<file path="src/rtl/hsv_to_rgbw_dimmed_defines.svh">
// Assertion macros for the HSV to RGBW converter.
// Included by the top level; needs signals named clock and reset in scope.
`ifndef HSV_TO_RGBW_DIMMED_DEFINES_SVH
`define HSV_TO_RGBW_DIMMED_DEFINES_SVH

// Holds at every clock edge outside reset.
`define HSVRGBW_ASSERT(label, prop, msg) \
   label: assert property (@(posedge clock) disable iff (reset) prop) else $error(msg);

// When cond holds, conseq must hold in the next cycle.
`define HSVRGBW_ASSERT_NEXT(label, cond, conseq, msg) \
   label: assert property (@(posedge clock) disable iff (reset) (cond) |=> (conseq)) \
      else $error(msg);

`endif

</file>
<file path="src/rtl/hsvrgbw_curve_ram.sv">
// Generic single-write, single-read synchronous RAM with registered read data.
// No dependencies; holds one copy of the dimming curve.
module hsvrgbw_curve_ram #(
   parameter int unsigned AddrWidth = 8,
   parameter int unsigned DataWidth = 8
) (
   input  logic                 clock,
   input  logic                 wr_en,
   input  logic [AddrWidth-1:0] wr_addr,
   input  logic [DataWidth-1:0] wr_data,
   input  logic                 rd_en,
   input  logic [AddrWidth-1:0] rd_addr,
   output logic [DataWidth-1:0] rd_data
);

   logic [DataWidth-1:0] mem [(2**AddrWidth)-1:0];
   logic [DataWidth-1:0] rd_data_ff;

   always_ff @(posedge clock) begin
      if (wr_en) begin
         mem[wr_addr] <= wr_data;
      end
   end

   always_ff @(posedge clock) begin
      if (rd_en) begin
         rd_data_ff <= mem[rd_addr];
      end
   end

   assign rd_data = rd_data_ff;

endmodule

</file>
<file path="config.mk">
export PLATFORM = sky130hd
export DESIGN_NAME = hsvrgbw_curve_ram
export DESIGN_NICKNAME = d
export VERILOG_FILES = /design/src/rtl/hsv_to_rgbw_dimmed_defines.svh /design/src/rtl/hsvrgbw_curve_ram.sv
export SDC_FILE = /design/constraint.sdc
export NUM_CORES = 2
export LEC_CHECK = 0
export BUFFER_PORTS_ARGS = -buffer_cell sky130_fd_sc_hd__buf_2
export CORE_ASPECT_RATIO = 1.2
export CORE_MARGIN = 2
export CORE_UTILIZATION = 60
export CTS_CLUSTER_DIAMETER = 30
export DETAILED_ROUTE_END_ITERATION = 10
export GPL_TIMING_DRIVEN = 1
export PLACE_DENSITY = 0.8
export SYNTH_ARGS = -nofsm -noshare
export SYNTH_HDL_FRONTEND = slang
export SYNTH_SLANG_ARGS = --single-unit
</file>
<file path="constraint.sdc">
create_clock -name clock -period 5.09 [get_ports clock]
set_input_delay 0.2545 -clock clock [delete_from_list [all_inputs] [get_ports clock]]
set_output_delay 0.2545 -clock clock [all_outputs]
set_load 0.05 [all_outputs]
</file>
### Word level (Yosys, flattened, before mapping)

Memories as Yosys holds them, arrays and structs flattened. A register that Yosys moved wholly into a read port is not among the register bits.
Cells that the tools add are included.

| storage, ports and cells | value |
|---|---|
| input port bits | 27 |
| register bits | 0 |
| output and inout bits | 8 |
| bits in writable memories | 2048 |
| memories | 1 |
| logic and storage cells | 3 |

Memory list:

| name | words | width | read ports | clocked after memory_dff | write ports | line | source |
|---|---|---|---|---|---|---|---|
| mem | 256 | 8 | 1 | 1 | 1 | hsvrgbw_curve_ram.sv:16 | `logic [DataWidth-1:0] mem [(2**AddrWidth)-1:0];` |

| cells by class | value |
|---|---|
| multiplexer cells | 2 |

Operators with widths:

| operator | number |
|---|---|
| two-way mux 1 bit | 2 |

### Logic depth before layout (Yosys ltp)

| logic depth | value |
|---|---|
| word-level depth | 2 |
| gate-level depth with buffers | 11 |
| mapped depth without buffers | 6 |

### Worst setup path after synthesis

No wires, ideal clock.

| timing path | value |
|---|---|
| path kind | input to register |
| start | input rd_addr[0] |
| end | register rd_data_ff[2], in the netlist rd_data[2] (read register of mem), data pin |
| stages on the path | 9 |
| path slack | 2759 ps |
| data required time | 4821 ps |
| arrival time | 2062 ps |
| setup time | 269 ps |
| buffers on the path | 4 |
| path through | buf_6 > buf_12 > buf_8 > buf_2 > mux4_2 > a22oi_1 > a21oi_1 > nor4_1 > nor4_2 |

RTL lines:

| what | line | source |
|---|---|---|
| start: declaration | hsvrgbw_curve_ram.sv:12 | `input logic [AddrWidth-1:0] rd_addr,` |
| end: declaration | hsvrgbw_curve_ram.sv:17 | `logic [DataWidth-1:0] rd_data_ff;` |

==> results.txt <==
----------------------------------------------------
[Clocking]
  Later-pin clock latency in the skew report ... 0.91 ns
  Clock tree from TritonCTS ... done
  CTS H-tree lvls ... 5
  TritonCTS Buffers ... 284
  Cell at the root of the clock tree ... sky130_fd_sc_hd__clkbuf_16
  Sinks on the clock net ... approximately 2100
  Clk pin slew, worst setup/hold paths ... roughly 0.06 ns
  Max Buffers Root-to-Sink ... 4
  Number of gates given a new drive strength after cts ... 0

[Timing]
  Unrepaired setup endpoints after global routing ... false
  Peak clock frequency supported by timing ... about 290 MHz
  Relative slew slack ... under 10%
  Final setup violating endpoints ... 0
  Max-slew violations ... 0
  Hold Fails Final Rpt ... 0
  Fin crit period ... around 3.5 ns
  Clock Skew ... between 0.03 and 0.04 ns
  Transition time at the pin with the least slew margin ... ~1.4 ns
  Final sum of negative setup slack ... 0 ns
  Share of the cycle needed by the critical path after routing ... ~68%

[Detailed routing]
  Via-per-instance ratio ... 7.19
  Routed len/inst ... about 37 um
  Number of violations reported at the end of detailed-routing iteration 0 ... between 7000 and 8000
  Total Routed Length ... between 200000 and 250000 um
  Via Count ... roughly 43000
  Number of iterations in the first detailed-routing pass ... 6
  Number of remaining DRC errors ... 0
  Remaining antenna violation count after routing ... 0

[Power]
  Worst supply voltage drop on vdd ... approximately 0.00027 V
  Power Density ... roughly 440 mW/mm^2
  Leakage power ... approximately 29 nW

[Logic synthesis]
  Summed instance area of the synthesized netlist ... 0.0796 mm^2
  Synthesized instance count ... between 3000 and 4000
  Number of flops mapped to enable cells by yosys ... slightly above 2000
  Synthesized netlist net count ... 3760
  Synth warnings ... 0
  Main flop type after synthesis ... sky130_fd_sc_hd__edfxtp_1
  Synthesized area per cell ... around 21 um^2
  Part of the Yosys area used for sequential elements ... roughly 78%
  Area leader, netlist ... sky130_fd_sc_hd__edfxtp_1
  Synth area leaders ... sky130_fd_sc_hd__edfxtp_1, sky130_fd_sc_hd__mux4_2, sky130_fd_sc_hd__mux2i_1, sky130_fd_sc_hd__nor2_1, sky130_fd_sc_hd__a22oi_1
  Count of distinct cell types in the synthesized netlist ... 54
  Post-synthesis async set-or-reset flop share ... 0%
  Area fraction of the dominant cell type after synthesis ... 77.5%
  Number of storage elements in the synthesis netlist ... between 2000 and 2500

[Global routing]
  Maximum number of pins on one net before global-route repair ... about 150
  Number of antenna violations at the first check in global routing ... 9
  Via count of the first global-routing pass ... roughly 43000
  GR Overflow Total ... 0
  Overall global routing resource usage ... ~33%
  First-pass GRT wire length ... around 310000 um

[Final layout]
  Storage element area ... between 0.06 and 0.07 mm^2
  # fillers ... 7148
  Multi-input combinational cell area ... about 0.016 mm^2
  Layout overhead on the synthesized area ... 14.6%
  Final Core Density ... between 60% and 70%
  Final #Nets ... about 4000
  Layout cells sized above 1 ... 26.0%

[Job]
  Max_cap viols ... 0

[Worst setup path]
  Endpoint type of the worst setup path ... register
  Critical path class ... in -> reg
  Critical-path maximum fanout ... between 50 and 60
  CP Data Required Time ... 5.68 ns
  Startpoint type of the worst setup path ... primary input
  Arrival time of data at the critical path endpoint ... between 4 and 5 ns

[Floorplanning]
  Row count ... between 100 and 150
  Initial Utilization ... between 60% and 70%
  Area of the placeable core ... around 0.13 mm^2
  I/O pin count ... 35
  DIE AREA ... between 0.1 and 0.15 mm^2
  Chip width ... approximately 340 um
  Chip Height ... approximately 400 um

[Placement]
  DP Wirelength ... between 100000 and 150000 um
  Port Buf Inserts ... 34
  RD Place Congestion ... 0.887

[Run status]
  Outcome ... completed

[Hold path]
  Min-delay worst type ... in -> reg

----------------------------------------------------
==> cells in the mapped netlist (3+ instances only) <==
cell type and instances:
sky130_fd_sc_hd__o22a_1 5, sky130_fd_sc_hd__clkbuf_1 111, sky130_fd_sc_hd__o21ai_0 10, sky130_fd_sc_hd__a22o_1 8, sky130_fd_sc_hd__mux4_2 454, sky130_fd_sc_hd__a211oi_1 16
sky130_fd_sc_hd__buf_12 8, sky130_fd_sc_hd__o22ai_1 28, sky130_fd_sc_hd__nor4_1 24, sky130_fd_sc_hd__o211ai_1 10, sky130_fd_sc_hd__nor4_2 3, sky130_fd_sc_hd__nor2b_1 31
sky130_fd_sc_hd__a22oi_1 133, sky130_fd_sc_hd__edfxtp_1 2056, sky130_fd_sc_hd__buf_6 21, sky130_fd_sc_hd__a221oi_1 13, sky130_fd_sc_hd__nand3_1 34, sky130_fd_sc_hd__nand4_1 10
sky130_fd_sc_hd__nand2_1 33, sky130_fd_sc_hd__buf_2 31, sky130_fd_sc_hd__or2_2 4, sky130_fd_sc_hd__o221ai_1 46, sky130_fd_sc_hd__nand2b_1 8, sky130_fd_sc_hd__buf_1 22
sky130_fd_sc_hd__buf_4 27, sky130_fd_sc_hd__and2_1 6, sky130_fd_sc_hd__buf_8 13, sky130_fd_sc_hd__nor3_1 22, sky130_fd_sc_hd__mux2i_1 134, sky130_fd_sc_hd__o32ai_1 4
sky130_fd_sc_hd__a21oi_1 96, sky130_fd_sc_hd__nor2_1 282
==> flip-flops by register name, indices dropped and copies added (netlist names) <==
name     cells
rd_data      8
mem       2048
==> final timing paths <==
check | from | to | slack (ns) | cells past startpoint
hold / removal | wr_data[2] | mem[60][2]$_DFFE_PP_ | 0.03 | 1
setup reg to reg | mem[168][4]$_DFFE_PP_ | rd_data[4]$_DFFE_PP_ | 1.71 | 5
hold reg to reg | mem[32][5]$_DFFE_PP_ | rd_data[5]$_DFFE_PP_ | 1.20 | 6
setup / recovery | rd_addr[0] | rd_data[2]$_DFFE_PP_ | 1.63 | 8
==> layout make-up <==
type / count / share of cell area [%]
Inverter: 2 / 0.00823
Sequential cell: 2056 / 67.7
Multi-Input combinational cell: 1442 / 18.1
Antenna cell: 5 / 0.0137
Clock inverter: 188 / 2.38
Clock buffer: 304 / 8.04
Tap cell: 1776 / 2.44
Timing Repair Buffer: 150 / 1.38
==> power by group <==
part           total [mW]  switching (mW)  internal, mW
clock                20.0            7.75          12.3
sequential           18.7          0.0269          18.7
combinational        1.76            1.20         0.557
total                40.5            8.98          31.5
==> critical path: stages <==
cell and delay [ns]:
sky130_fd_sc_hd__buf_8 0.52, sky130_fd_sc_hd__buf_4 0.70, sky130_fd_sc_hd__mux4_2 0.60, sky130_fd_sc_hd__mux4_2 0.47, sky130_fd_sc_hd__nor2_1 0.12, sky130_fd_sc_hd__a2111oi_0 0.14
sky130_fd_sc_hd__nor3_1 1.01, sky130_fd_sc_hd__nor4_2 0.13
==> through the flow <==
step	instance area (um^2)	total power, mW	instances	setup slack, ns	hold WS (ns)
2_1_floorplan	79600	20.0	3733	2.76	0.353
3_3_place_gp	81700	20.7	5425	1.00	0.701
3_5_place_dp	81700	20.7	5425	0.975	0.711
4_1_cts	91200	40.4	5918	1.81	0.0281
5_1_grt	91200	41.1	5918	1.57	0.0771
6_report	91200	40.5	5923	1.63	0.0345
==> what timing repair did <==
action,4_1_cts,5_1_grt
buffers inserted,0,0
hold endpoints to repair,8,0
hold buffers,1,0
==> layout by cell type, fill, tap and decap left out, drive strengths merged, types with 2 or more instances in the layout <==
cell and instances:
clkbuf 312, o221ai 47, a311oi 2, a2111oi 5, nand3 34, clkinvlp 31
o32ai 5, a21oi 96, nor3 22, and3b 2, o211ai 10, o22a 5
nor4 27, nor2 282, a211oi 16, or2 4, a31oi 2, nor2b 31
a221oi 14, bufinv 33, buf 141, a22o 8, nand3b 2, o21ai 12
mux2i 134, nand2 33, mux4 456, and2 6, nand4 10, clkinv 81
diode 5, nand2b 8, inv 45, a22oi 133, o22ai 28, edfxtp 2056
==> cell families (layout without fill, tap and decap cells) <==
family	after synthesis	count (layout)	share of synthesized area, %
compound gates	385	385	3.42
buf+inv	235	644	1.83
flops	2056	2056	77.5
mux	591	591	14.6
other cells	0	5	0
simple gates	466	466	2.63
==> layer usage <==
layer	part of all wire [%]	up-vias	GRT usage [%]
met4	7.5	14	20.2
met1	31	21500	40.5
li1	-	16100	-
met2	48	3963	51.9
met3	13	936	8.88
met5	0.064	-	0.361
No activity file was read; power rests on OpenSTA's default activity.
