### src/rtl/hsv_to_rgbw_dimmed_defines.svh
// Assertion macros for the HSV to RGBW converter.
// Included by the top level; needs signals named clock and reset in scope.
`ifndef HSV_TO_RGBW_DIMMED_DEFINES_SVH
`define HSV_TO_RGBW_DIMMED_DEFINES_SVH

// Holds at every clock edge outside reset.
`define HSVRGBW_ASSERT(label, prop, msg) \
   label: assert property (@(posedge clock) disable iff (reset) prop) else $error(msg);

// When cond holds, conseq must hold in the next cycle.
`define HSVRGBW_ASSERT_NEXT(label, cond, conseq, msg) \
   label: assert property (@(posedge clock) disable iff (reset) (cond) |=> (conseq)) \
      else $error(msg);

`endif

### src/rtl/hsvrgbw_pkg.sv
// Shared types and constants of the HSV to RGBW converter.
// No dependencies; used by hsvrgbw_level_calc and the top level.
package hsvrgbw_pkg;

   localparam int unsigned LevelWidth   = 8;
   localparam int unsigned HueWidth     = 11;
   localparam int unsigned CurveDepth   = 256;
   localparam int unsigned ReqDataWidth = 48;
   localparam int unsigned RspDataWidth = 32;

   localparam logic [HueWidth-1:0] HueMax = 11'd1535;

   localparam logic KindConvert = 1'b0;
   localparam logic KindLoad    = 1'b1;

   typedef logic [LevelWidth-1:0] level_type;

   typedef struct packed {
      logic                kind;
      logic [HueWidth-1:0] hue;
      level_type           saturation;
      level_type           brightness;
      level_type           curve_index;
      level_type           curve_value;
   } req_type;

   // Everything the curve lookup stage needs for one word.
   typedef struct packed {
      logic       load;
      level_type  wr_addr;
      level_type  wr_data;
      logic       bad;
      logic       black;
      logic       grey;
      logic [2:0] sextant;
      level_type  brightness;
      level_type  top_addr;
      level_type  bot_addr;
      level_type  ramp_addr;
   } lvl_type;

endpackage

### src/rtl/hsvrgbw_level_calc.sv
// Two-stage address pipeline: computes the top, bottom and ramping curve addresses.
// Depends on hsvrgbw_pkg.
module hsvrgbw_level_calc (
   input  logic                 clock,
   input  logic                 reset,
   input  logic                 adv,
   input  logic                 in_valid,
   input  hsvrgbw_pkg::req_type in_item,
   output logic                 out_valid,
   output hsvrgbw_pkg::lvl_type out_lvl
);
   import hsvrgbw_pkg::*;

   logic      a_valid_ff;
   req_type   a_item_ff;
   logic      a_bad_ff;
   logic [15:0] a_t_ff;
   logic [15:0] a_u_ff;
   logic [15:0] a_t_in;
   logic [15:0] a_u_in;
   logic [15:0] t_prod;
   logic [15:0] u_prod;
   logic [8:0]  rise_factor;
   logic [8:0]  ramp_factor;

   logic        b_valid_ff;
   lvl_type     b_lvl_ff;
   lvl_type     b_lvl_in;
   logic [15:0] t_adj;
   logic [15:0] u_adj;
   level_type   q;
   logic [15:0] r_prod;

   // Stage A: the two independent multiplies.
   assign t_prod = {8'd0, in_item.brightness} * {8'd0, 8'hff - in_item.saturation};
   assign a_t_in = t_prod + 16'd1;

   // A rising ramp uses 256 - f, which is 256 itself for a zero fraction.
   assign rise_factor = 9'd256 - {1'b0, in_item.hue[7:0]};
   assign ramp_factor = in_item.hue[8] ? {1'b0, in_item.hue[7:0]} : rise_factor;
   assign u_prod = {8'd0, in_item.saturation} * {7'd0, ramp_factor};
   assign a_u_in = u_prod;

   always_ff @(posedge clock) begin
      if (reset) begin
         a_valid_ff <= 1'b0;
         b_valid_ff <= 1'b0;
      end else if (adv) begin
         a_valid_ff <= in_valid;
         b_valid_ff <= a_valid_ff;
      end
   end

   always_ff @(posedge clock) begin
      if (adv) begin
         a_item_ff <= in_item;
         a_bad_ff  <= (in_item.hue > HueMax);
         a_t_ff    <= a_t_in;
         a_u_ff    <= a_u_in;
         b_lvl_ff  <= b_lvl_in;
      end
   end

   // Stage B: error correction and the dependent ramp multiply.
   assign t_adj  = a_t_ff + {8'd0, a_t_ff[15:8]};
   assign u_adj  = a_u_ff + {8'd0, a_u_ff[15:8]};
   assign q      = ~u_adj[15:8];
   assign r_prod = {8'd0, a_item_ff.brightness} * {8'd0, q}
                   + {9'd0, a_item_ff.brightness[7:1]};

   always_comb begin
      b_lvl_in.load       = (a_item_ff.kind == KindLoad);
      b_lvl_in.wr_addr    = a_item_ff.curve_index;
      b_lvl_in.wr_data    = a_item_ff.curve_value;
      b_lvl_in.bad        = a_bad_ff;
      b_lvl_in.black      = (a_item_ff.brightness == '0);
      b_lvl_in.grey       = (a_item_ff.saturation == '0);
      b_lvl_in.sextant    = a_item_ff.hue[10:8];
      b_lvl_in.brightness = a_item_ff.brightness;
      b_lvl_in.top_addr   = a_item_ff.brightness;
      b_lvl_in.bot_addr   = t_adj[15:8];
      b_lvl_in.ramp_addr  = r_prod[15:8];
   end

   assign out_valid = b_valid_ff;
   assign out_lvl   = b_lvl_ff;

endmodule

### config.mk
export PLATFORM = sky130hd
export DESIGN_NAME = hsvrgbw_level_calc
export DESIGN_NICKNAME = d
export VERILOG_FILES = /design/src/rtl/hsv_to_rgbw_dimmed_defines.svh /design/src/rtl/hsvrgbw_pkg.sv /design/src/rtl/hsvrgbw_level_calc.sv
export SDC_FILE = /design/constraint.sdc
export NUM_CORES = 1
export LEC_CHECK = 0
export BUFFER_PORTS_ARGS = -buffer_cell sky130_fd_sc_hd__buf_2
export CAP_MARGIN = 30
export CORE_UTILIZATION = 40
export CTS_CLUSTER_SIZE = 28
export DETAILED_ROUTE_END_ITERATION = 10
export GPL_ROUTABILITY_DRIVEN = 1
export HOLD_SLACK_MARGIN = 0.05
export PLACE_DENSITY_LB_ADDON = 0.05
export SLEW_MARGIN = 20
export SYNTH_ARGS = -nofsm -noshare
export SYNTH_HDL_FRONTEND = slang
export SYNTH_SLANG_ARGS = --single-unit
### constraint.sdc
create_clock -name clock -period 5.98 [get_ports clock]
set_clock_uncertainty 0.05 [all_clocks]
set_input_delay 0.598 -clock clock [delete_from_list [all_inputs] [get_ports clock]]
set_output_delay 0.598 -clock clock [all_outputs]
set_load 0.05 [all_outputs]
==> Word level (Yosys, flattened, before mapping) <==
Cells that the tools add are included.
{ "totals": {"ff_bits": 126, "inputBits": 48, "out_inout_bits": 56} }
{ "classes": {"n_addsub": 6, "mul": 3, "magnitude_cmp": 1, "mux": 1, "n_bitwise": 1, "n_reduce_logical": 2} }
{ "ops": {"columns": ["op", "n"], "rows": [
  ["16-bit by 8-bit adder with 16-bit output", 2],
  ["8-bit by 8-bit multiplier with 16-bit output", 2],
  ["16-bit by 1-bit adder with 16-bit output, second input constant", 1],
  ["16-bit by 7-bit adder with 16-bit output", 1],
  ["8-bit logical NOT", 2],
  ["8-bit by 9-bit multiplier with 16-bit output", 1],
  ["11-bit > comparator, second input constant", 1],
  ["9-bit two-way mux", 1],
  ["9-bit by 8-bit subtractor with 9-bit output, first input constant", 1],
  ["8-bit inverter", 1],
  ["8-bit subtractor, first input constant", 1]
]} }

==> Logic depth before layout (Yosys ltp) <==
Gate-level depths: netlist (run 1).
{ "logic_depth": {"depth_word": 4, "depth_mapped": 23, "mapped_depth_nobuf": 22} }

==> Worst setup path after synthesis (run 1) <==
Ideal clock, no wire load.
{ "synth_timing": {"kind": "flip-flop to flip-flop", "startpoint": "register a_u_ff[13]", "endpoint": "register b_lvl_ff, in the netlist out_lvl[7], data pin", "setup_ns": 0.190, "arrival_time_ns": 5.872, "path_slack_ns": -0.132, "stages_incl_launch_ff": 22, "synth_period_minus_slack_ns": 6.112, "path_cell_list": "edfxtp_1 -> ha_1 -> nand3_1 -> o221ai_1 -> or2_1 -> clkbuf_1 -> nand3_1 -> xor2_1 -> and2_1 -> fa_1 -> fa_1 -> fa_1 -> inv_1 -> fa_1 -> inv_1 -> ha_1 -> a21o_1 -> a21o_1 -> a221o_1 -> and3_1 -> a211o_1 -> a2111oi_2"} }
{ "synth_lines": {"columns": ["element", "line", "source"], "rows": [
  ["start, declared", "hsvrgbw_level_calc.sv:18", "logic [15:0] a_u_ff;"],
  ["start signal, assigned", "hsvrgbw_level_calc.sv:59", "a_u_ff <= a_u_in;"],
  ["end signal, assigned", "hsvrgbw_level_calc.sv:60", "b_lvl_ff <= b_lvl_in;"],
  ["end, declared", "hsvrgbw_level_calc.sv:27", "lvl_type b_lvl_ff;"]
]} }

==> reports/metrics.cfg, run 1 <==
[synth]
synth_edf_count=116
synth_ff_type=edfxtp_1
synth.top_cell.area_share=0.317
yosysTopAreaCell=edfxtp_1
synthCells=1006
ys_types=53
synth_seq_area_share=0.321
syn_area_mm2=0.0110
synth_seq_cells=118
synth_nets=1295
postSynth.asyncResetShare=0
postSynthAreaPerCell_um2=10.9
ys_top_cells_by_area=edfxtp_1, fa_1, ha_1, inv_1, and2_1
yosys_warnings=0

[run]
cap_viol_max_count=0

[worst_hold_path]
whs_endpoint=out_valid
min_path_cells=2
min_from=reset
hp-class=in2reg

[placement]
port-buffer-count=103
gp_congestion=0.775
dp_slack_ns=-0.129
dpl.hpwl_mm=17.3
dp.cells=1467

[setup_path]
critPathRequiredTime_ns=6.16
r2r_setup_slack_ns=-0.0009
worstRegToRegCells=23
cp_max_fo=4
slowest_delay_ns=0.54
r2r_start=a_u_ff[10]
cp_common_cell=fa_1
cp_top_family=adder cells
end_kind=flip-flop
cpMaxStageDelayCell=fa_1
critPathKind=reg2reg
worstSetupStartpointType=flip-flop
reg2reg_to=out_lvl[7]
path_cells=ha_4 > buf_6 > a21oi_4 > a211oi_4 > or2_4 > buf_6 > nand4_1 > xor2_2 > buf_4 > and2_4 > fa_1 > fa_1 > fa_1 > inv_1 > fa_1 > inv_2 > ha_4 > a21o_1 > a21o_1 > a221o_1 > and3_1 > a211o_1 > a2111oi_2
critPathBufInv=5
crit_arrival_ns=6.16

[status]
violations=setup timing
status=finished, violations left

[cts]
cts_sinks=118
h-tree-depth=4
cts_max_path_buffers=2
path_clk_slew_ns=0.07
clkLatencyLatePin_ns=0.41
cts_tree=built
hold_buffers=0
clockRootBuffer=clkbuf_16
cts_made_buffers=17

[timing]
max_freq_ghz=0.167
worst_pin_slew_ns=0.733
fin_setup_tns_ns=-0.000858
final-setup-viol-count=1
fin_crit_sh=1.00
worst_slack_ns=-0.000858
slew_headroom=0.510
rsz0062_at_grt=true
finalHoldViolations=0
fin_crit_ns=5.98
report.final.slew_viol_count=0

[detailed_routing]
routed_wirelength_mm=23.0
wl_per_cell_um=15.2
drt_first_pass_iters=4
vias=7316
drtIter0Drc=298
drtAntennaViolNets=0
remaining_drc_errors=0
viasPerCell=4.83

[global_routing]
grt_first_pass_wirelength_mm=39.3
grt_max_degree=73
grt_antenna_before_repair=0
gr-usage-all-layers=0.179
grt_overflow=0
grt_pass1_vias=7750

[floorplanning]
start_util=0.407
dieHeight_um=168
row_count=60
dieArea_mm2=0.0281
io_pins=104
dieWidth_um=168
core_mm2=0.0270

[finish]
drive_gt1_frac=0.202
antenna_cells=0
fin_cells=1514
nets=1449
areaGrowthSynthToFinish_pct=19.1

-- final cells by class --
class | instances | area, um^2
clock buffers | 17 | 425
multi-input cells | 693 | 6930
clock inverters | 15 | 151
flip-flops and latches | 118 | 3520
inverters | 171 | 642
well taps | 341 | 427
repair buffers | 159 | 973
fillers | 2519 | 13900
-- what timing repair did --
item | CTS | global route
setup endpoints to repair | 6 | 7
setup buffers | 8 | 6
gates cloned | 0 | 0
pin swaps | 29 | 11
gates resized for setup | 26 | 13
-- worst max-delay path by stage --
stage | start | endpoint | slack (ns) | depth (start not counted)
CTS | a_u_ff[10] | out_lvl[7] | -0.07 | 22
floorplan | a_u_ff[13] | out_lvl[7] | 0.001 | 20
finish | a_u_ff[10] | out_lvl[7] | -0.0009 | 23
global placement | a_u_ff[15] | out_lvl[7] | -0.02 | 21
global route | a_u_ff[15] | out_lvl[7] | -0.28 | 22
detailed placement | a_u_ff[15] | out_lvl[7] | -0.13 | 21
-- cell usage after synthesis, types with 4 or more instances --
library cell / count
inv_1: 171
o21a_1: 8
ha_1: 122
edfxtp_1: 116
a21oi_1: 29
nand3_1: 13
xor2_1: 18
or4_1: 5
a21o_1: 8
and2_1: 73
and3_1: 4
fa_1: 119
nand4_1: 7
clkbuf_1: 15
nor3_1: 6
nor2b_1: 44
mux2i_1: 4
buf_4: 8
a211oi_1: 4
o21ai_0: 8
nand2_1: 75
xnor2_1: 34
a31oi_1: 5
nand2b_1: 38
nor2_1: 31
-- stage by stage --
stage                     hold slack [ns]  area (um^2)   util
after floorplan                     0.350        11000      -
after global placement              0.350        12200  0.451
after detailed placement            0.355        12200  0.451
after CTS                           0.277        12900  0.480
after global routing                0.276        13100  0.485
final                               0.293        13100  0.485
-- worst register-to-register path: cells and delay by family, from the launching register on --
kind / cells / cell delay [ns]
AO/OA/AOI/OAI: 7 / 1.57
XOR/XNOR: 1 / 0.18
adder cells (fa/ha/maj): 6 / 2.50
buffers and inverters: 5 / 0.44
flip-flops: 1 / 0.43
AND/OR/NAND/NOR: 4 / 0.63
-- cells in the final DEF (no fill, tap or decap), drive strengths merged, types with 2 or more instances in the layout --
| cell | count |
|---|---|
| and2 | 73 |
| dfxtp | 2 |
| fa | 119 |
| a211o | 3 |
| ha | 122 |
| o2111ai | 3 |
| nand4 | 7 |
| nor2 | 31 |
| edfxtp | 116 |
| a21oi | 29 |
| nor3 | 6 |
| nor2b | 44 |
| clkbuf | 17 |
| a21o | 8 |
| nor4 | 5 |
| or4 | 5 |
| mux2i | 4 |
| o22ai | 2 |
| nor4b | 2 |
| xnor2 | 34 |
| o211ai | 2 |
| o21bai | 3 |
| nand2 | 75 |
| clkinv | 2 |
| buf | 159 |
| nand2b | 38 |
| and3 | 4 |
| nand3 | 13 |
| inv | 182 |
| a211oi | 5 |
| o21a | 8 |
| clkinvlp | 2 |
| o21ai | 9 |
| a31oi | 6 |
| xor2 | 19 |
| or2 | 2 |
-- sequential cells by signal, summed over array words and instances (netlist names) --
| signal | cells |
|---|---|
| a_bad_ff | 1 |
| a_item_ff | 36 |
| a_t_ff | 16 |
| a_u_ff | 16 |
| a_valid_ff | 1 |
| out_lvl | 47 |
| out_valid | 1 |
-- cell families after synthesis --
kind of cell	Yosys count	synth area share
AO/OA/AOI/OAI	87	0.0542
buffers and inverters	195	0.0695
XOR/XNOR	53	0.0430
adder cells (fa/ha/maj)	241	0.356
AND/OR/NAND/NOR	308	0.153
flip-flops	118	0.321
multiplexers	4	0.00365
-- routing by layer --
metal	wire [um]	GRT usage	vias to the layer above
met5	0	0	-
met4	245	0.0383	0
met3	538	0.0286	14
met2	11400	0.312	96
met1	10800	0.232	3604
li1	-	-	3602
Power of run 1 is not shown: default switching activity piles up to over one toggle a cycle in this logic, so the estimate is an artifact.
==> run 2: changes to the inputs <==
- CORE_MARGIN: not set -> 4
- PLACE_DENSITY_LB_ADDON: 0.05 -> not set
==> run 2 against run 1 <==
Cell area shrank 2.0%; the run still ends with setup timing left; critical endpoint unchanged; utilization shrank 0.97 points; routed wire length shrank 3.4%; die area grew 7.3%; setup slack lost 0.074 ns; sequential share of layout area grew 0.55 points; final cell count shrank 0.92%; clock-buffer cell count is the same; via count grew 0.18%; flip-flop and latch count is the same; register-to-register slack lost 0.07 ns.
==> reports/metrics.cfg, run 2 (synthesized netlist as in run 1, its figures left out) <==
[detailed_routing]
drtAntennaViolNets=0  ; unchanged
routed_wirelength_mm=22.2  ; -3.4%
wl_per_cell_um=14.8  ; -2.5%
viasPerCell=4.89  ; +1.1%
vias=7329  ; +0.18%
remaining_drc_errors=0  ; unchanged
drt_first_pass_iters=4  ; unchanged
drtIter0Drc=321  ; +7.7%

[status]
violations=setup timing
status=finished, violations left

[setup_path]
crit_arrival_ns=6.23  ; +0.07 ns
cp_common_cell=fa_1
cpMaxStageDelayCell=fa_1
end_kind=flip-flop
worstRegToRegCells=21  ; -8.7%
slowest_delay_ns=0.55  ; about the same
path_cells=ha_4 > nand4_1 > a211oi_2 > or2_4 > nand4_1 > xor2_2 > nand2_1 > fa_1 > fa_1 > inv_1 > fa_1 > inv_1 > fa_1 > inv_1 > ha_1 > nand4_1 > nor4_2 > or4b_4 > a31oi_4 > nor4_2 > a2111oi_2
critPathBufInv=3  ; -2
cp_top_family=adder cells
critPathRequiredTime_ns=6.16  ; about the same
path_depth=21  ; -8.7%
cp_max_fo=8  ; +4
worstSetupStartpointType=flip-flop
critPathKind=reg2reg

[cts]
cts_sinks=118  ; unchanged
cts_max_path_buffers=2  ; unchanged
clkLatencyLatePin_ns=0.42  ; about the same
cts_tree=built
cts_made_buffers=17  ; unchanged
hold_buffers=0  ; unchanged
path_clk_slew_ns=0.06  ; about the same
h-tree-depth=4  ; unchanged
clockRootBuffer=clkbuf_16

[timing]
worst_pin_slew_ns=0.853  ; +0.120 ns
final-setup-viol-count=5  ; +4
report.final.slew_viol_count=0  ; unchanged
hold_slack_ns=0.295  ; +0.00187 ns
fin_crit_sh=1.01  ; +0.0124
worst_slack_ns=-0.0752  ; -0.0744 ns
max_freq_ghz=0.165  ; -1.2%
fin_crit_ns=6.06  ; +0.0744 ns
rsz0062_at_grt=true
fin_setup_tns_ns=-0.172  ; -0.171 ns
slew_headroom=0.432  ; -0.0785
finalHoldViolations=0  ; unchanged

[finish]
finalInstanceArea_mm2=0.0128  ; -2.0%
nets=1435  ; -0.97%
largest_register_ffs=47  ; unchanged
areaGrowthSynthToFinish_pct=16.7
antenna_cells=0  ; unchanged
layout_commonest_cell=inv_1
final_cell_mix=inv_1, fa_1, ha_1
nFillCells=2476  ; -1.7%
drive_gt1_frac=0.173  ; -0.0295

[global_routing]
grt_first_pass_wirelength_mm=38.1  ; -2.9%
grt_pass1_vias=7696  ; -0.70%
gr-usage-all-layers=0.153  ; -0.0254
grt_overflow=0  ; unchanged
grt_antenna_before_repair=0  ; unchanged
grt_max_degree=66  ; -9.6%

[run]
cap_viol_max_count=0  ; unchanged

[placement]
dpl.hpwl_mm=17.3  ; -0.20%
placed_area_mm2=0.0121  ; -0.31%
gp_congestion=0.831  ; +7.2%
dp_slack_ns=-0.128  ; +0.00116 ns
port-buffer-count=103  ; unchanged

[floorplanning]
dieHeight_um=174  ; +3.6%
dieArea_mm2=0.0302  ; +7.3%
row_count=60  ; unchanged
dieWidth_um=174  ; +3.6%
start_util=0.407  ; unchanged
core_mm2=0.0270  ; unchanged
io_pins=104  ; unchanged

[worst_hold_path]
min_path_cells=2  ; unchanged
hp-class=in2reg

-- run 2: cell types whose count changed in the layout (fill, tap and decap cells not counted), moves of 4 or more --
cell   previous run  this run
fa_2              4         0
buf_6             4         0
buf_4            52        43
fa_1            115       119
-- run 2: worst paths after layout --
check | startpoint | end | slack, ns
max | a_u_ff[10] | out_lvl[7] | -0.08
min | reset | a_valid_ff | 0.30
max reg2reg | a_u_ff[10] | out_lvl[7] | -0.08
min reg2reg | a_bad_ff | out_lvl[37] | 0.36
-- run 2: timing repair --
action                                  4_1_cts  5_1_grt
pin swaps                                     6        2
setup buffers                                 3        3
endpoints found under the setup margin        6        8
resized for setup                             6        2
-- run 2: routing by layer --
layer / wire, um / part of all wire / global-route usage / vias to the layer above
met5: 0 / 0 / 0 / -
met1: 10100 / 0.46 / 0.200 / 3673
met2: 11300 / 0.51 / 0.271 / 84
met4: 214 / 0.0096 / 0.0370 / 0
li1: - / - / - / 3560
met3: 578 / 0.026 / 0.0207 / 12
-- run 2: final cells by class --
class / count / area (um^2) / share of cell area
Clock buffer: 17 / 425 / 0.0332
Sequential cell: 118 / 3520 / 0.275
Inverter: 171 / 642 / 0.0501
Multi-Input combinational cell: 693 / 6800 / 0.531
Tap cell: 341 / 427 / 0.0333
Clock inverter: 15 / 161 / 0.0126
Timing Repair Buffer: 145 / 833 / 0.0651
-- run 2: worst register-to-register path, cell delays in order, from the launching register on --
cell       delay, ns
edfxtp_1        0.43
ha_4            0.30
nand4_1         0.09
a211oi_2        0.29
or2_4           0.20
nand4_1         0.13
xor2_2          0.25
nand2_1         0.11
fa_1            0.50
fa_1            0.55
inv_1           0.06
fa_1            0.53
inv_1           0.05
fa_1            0.52
inv_1           0.04
ha_1            0.29
nand4_1         0.11
nor4_2          0.18
or4b_4          0.52
a31oi_4         0.30
nor4_2          0.10
a2111oi_2       0.27
-- run 2: metrics by stage --
| stage | std cells | util |
|---|---|---|
| after floorplan | 1006 | - |
| final | 1500 | 0.475 |
| after global placement | 1462 | 0.450 |
| after CTS | 1497 | 0.474 |
| after detailed placement | 1462 | 0.450 |
| after global routing | 1500 | 0.475 |
Power of run 2 is left out for the same reason.
==> run 3: changes to the inputs <==
- SKIP_CTS_REPAIR_TIMING: not set -> 1
- TNS_END_PERCENT: not set -> 50
==> run 3 against run 2 <==
The flow still finishes with violations (setup timing); clock-buffer cell count stayed put; maximum frequency is 1.8% lower; routed wire length is 0.28% higher; non-clock buffer count is 2 higher; final cell count is 0.13% higher; setup slack worse by 0.11 ns; utilization is 0.31 points higher; critical path depth is 2 higher; cell area is 0.64% higher.
==> reports/metrics.cfg, run 3 (synthesized netlist as in run 1, its figures left out) <==
[status]
status=finished, violations left
violations=setup timing

[detailed_routing]
viasPerCell=4.88  ; about the same
remaining_drc_errors=0  ; unchanged
drt_first_pass_iters=4  ; unchanged
drtAntennaViolNets=0  ; unchanged
drtIter0Drc=315  ; -1.9%
routed_wirelength_mm=22.3  ; +0.28%
wl_per_cell_um=14.8  ; +0.15%
vias=7335  ; +0.082%

[timing]
fin_crit_ns=6.17  ; +0.110 ns
worst_slack_ns=-0.186  ; -0.110 ns
slew_headroom=0.427  ; -0.00415
finalHoldViolations=0  ; unchanged
report.final.slew_viol_count=0  ; unchanged
final-setup-viol-count=6  ; +1
fin_crit_sh=1.03  ; +0.0184
rsz0062_at_grt=true
fin_setup_tns_ns=-0.788  ; -0.616 ns
max_freq_ghz=0.162  ; -1.8%
worst_pin_slew_ns=0.859  ; +0.00622 ns

[cts]
cts_made_buffers=17  ; unchanged
clockRootBuffer=clkbuf_16
clkLatencyLatePin_ns=0.42  ; about the same
path_clk_slew_ns=0.06  ; about the same
cts_sinks=118  ; unchanged
cts_max_path_buffers=2  ; unchanged
h-tree-depth=4  ; unchanged
cts_tree=built

[placement]
gp_congestion=0.831  ; unchanged
dp_slack_ns=-0.128  ; unchanged
port-buffer-count=103  ; unchanged
dp.cells=1462  ; unchanged
dpl.hpwl_mm=17.3  ; unchanged
placed_area_mm2=0.0121  ; unchanged

[global_routing]
grt_pass1_vias=7664  ; -0.42%
grt_overflow=0  ; unchanged
grt_first_pass_wirelength_mm=38.0  ; -0.34%
grt_max_degree=66  ; unchanged
gr-usage-all-layers=0.153  ; -0.000559
grt_antenna_before_repair=0  ; unchanged

[floorplanning]
row_count=60  ; unchanged
dieHeight_um=174  ; unchanged
core_mm2=0.0270  ; unchanged
io_pins=104  ; unchanged
dieArea_mm2=0.0302  ; unchanged
start_util=0.407  ; unchanged
dieWidth_um=174  ; unchanged

[finish]
areaGrowthSynthToFinish_pct=17.5
drive_gt1_frac=0.183  ; +0.0100
nets=1437  ; +0.14%
finalInstanceArea_mm2=0.0129  ; +0.64%
fin_cells=1502  ; +0.13%
antenna_cells=0  ; unchanged
nFillCells=2460  ; -0.65%
final_cell_mix=inv_1, fa_1, ha_1
layout_commonest_cell=inv_1
largest_register_ffs=47  ; unchanged

[setup_path]
critPathRequiredTime_ns=6.09  ; -0.07 ns
critPathKind=reg2reg
end_kind=flip-flop
critical_path.endpoint=out_lvl[5]
r2r_start=a_u_ff[10]
critPathLaunch=a_u_ff[10]
worstSetupStartpointType=flip-flop
worstRegToRegCells=23  ; +9.5%
r2r_setup_slack_ns=-0.19  ; -0.11 ns
reg2reg_to=out_lvl[5]
crit_arrival_ns=6.28  ; +0.05 ns
cp_max_fo=7  ; -1

[worst_hold_path]
hp-class=in2reg

[run]
cap_viol_max_count=0  ; unchanged

-- run 3: cell count changes in the layout (fill, tap and decap cells not counted), moves of 2 or more --
cell	previous run	this run
buf_4	43	45
and2_1	72	70
inv_2	0	3
xnor2_1	34	32
inv_1	171	168
and2_4	1	3
-- run 3: how the worst min path moves through the flow --
stage | start | endpoint | slack, ns | depth (start not counted)
floorplan | a_item_ff[40] | out_lvl[32] | 0.35 | 0
global placement | a_item_ff[10] | out_lvl[48] | 0.35 | 0
detailed placement | a_bad_ff | out_lvl[37] | 0.35 | 0
CTS | reset | a_valid_ff | 0.28 | 2
global route | in_item[43] | a_item_ff[43] | 0.27 | 1
finish | reset | a_valid_ff | 0.30 | 2
-- run 3: worst max-delay path: stages (launching register included) --
cell and delay [ns]:
edfxtp_1 0.44, ha_4 0.30, nand4_1 0.13, a211oi_4 0.30
o2111ai_2 0.19, buf_4 0.18, xnor2_4 0.13, and2_4 0.17
fa_1 0.55, inv_2 0.04, fa_1 0.54, inv_2 0.04
fa_1 0.49, inv_1 0.05, fa_1 0.48, inv_2 0.04
ha_4 0.26, nand4_1 0.08, nor4_2 0.27, or4b_4 0.52
a31oi_4 0.32, buf_4 0.18, o21ai_2 0.05, mux2i_1 0.11
-- run 3: area by class of cell --
type	instances	area (um^2)	area share
Clock buffer	17	425	0.0330
Timing Repair Buffer	147	848	0.0658
Tap cell	341	427	0.0331
Multi-Input combinational cell	693	6870	0.533
Inverter	171	642	0.0498
Sequential cell	118	3520	0.273
Clock inverter	15	161	0.0125
-- run 3: stage by stage --
step	utilization	hold WS [ns]
final	0.478	0.295
after floorplan	-	0.350
after global placement	0.450	0.350
after global routing	0.478	0.274
after detailed placement	0.450	0.355
after CTS	0.471	0.277
-- run 3: per-layer routing --
| layer | track usage | vias to the layer above | share of wire |
|---|---|---|---|
| li1 | - | 3566 | - |
| met3 | 0.0207 | 11 | 0.024 |
| met1 | 0.200 | 3673 | 0.46 |
| met5 | 0 | - | 0 |
| met4 | 0.0370 | 0 | 0.0096 |
| met2 | 0.269 | 85 | 0.51 |
Power of run 3 is left out for the same reason.
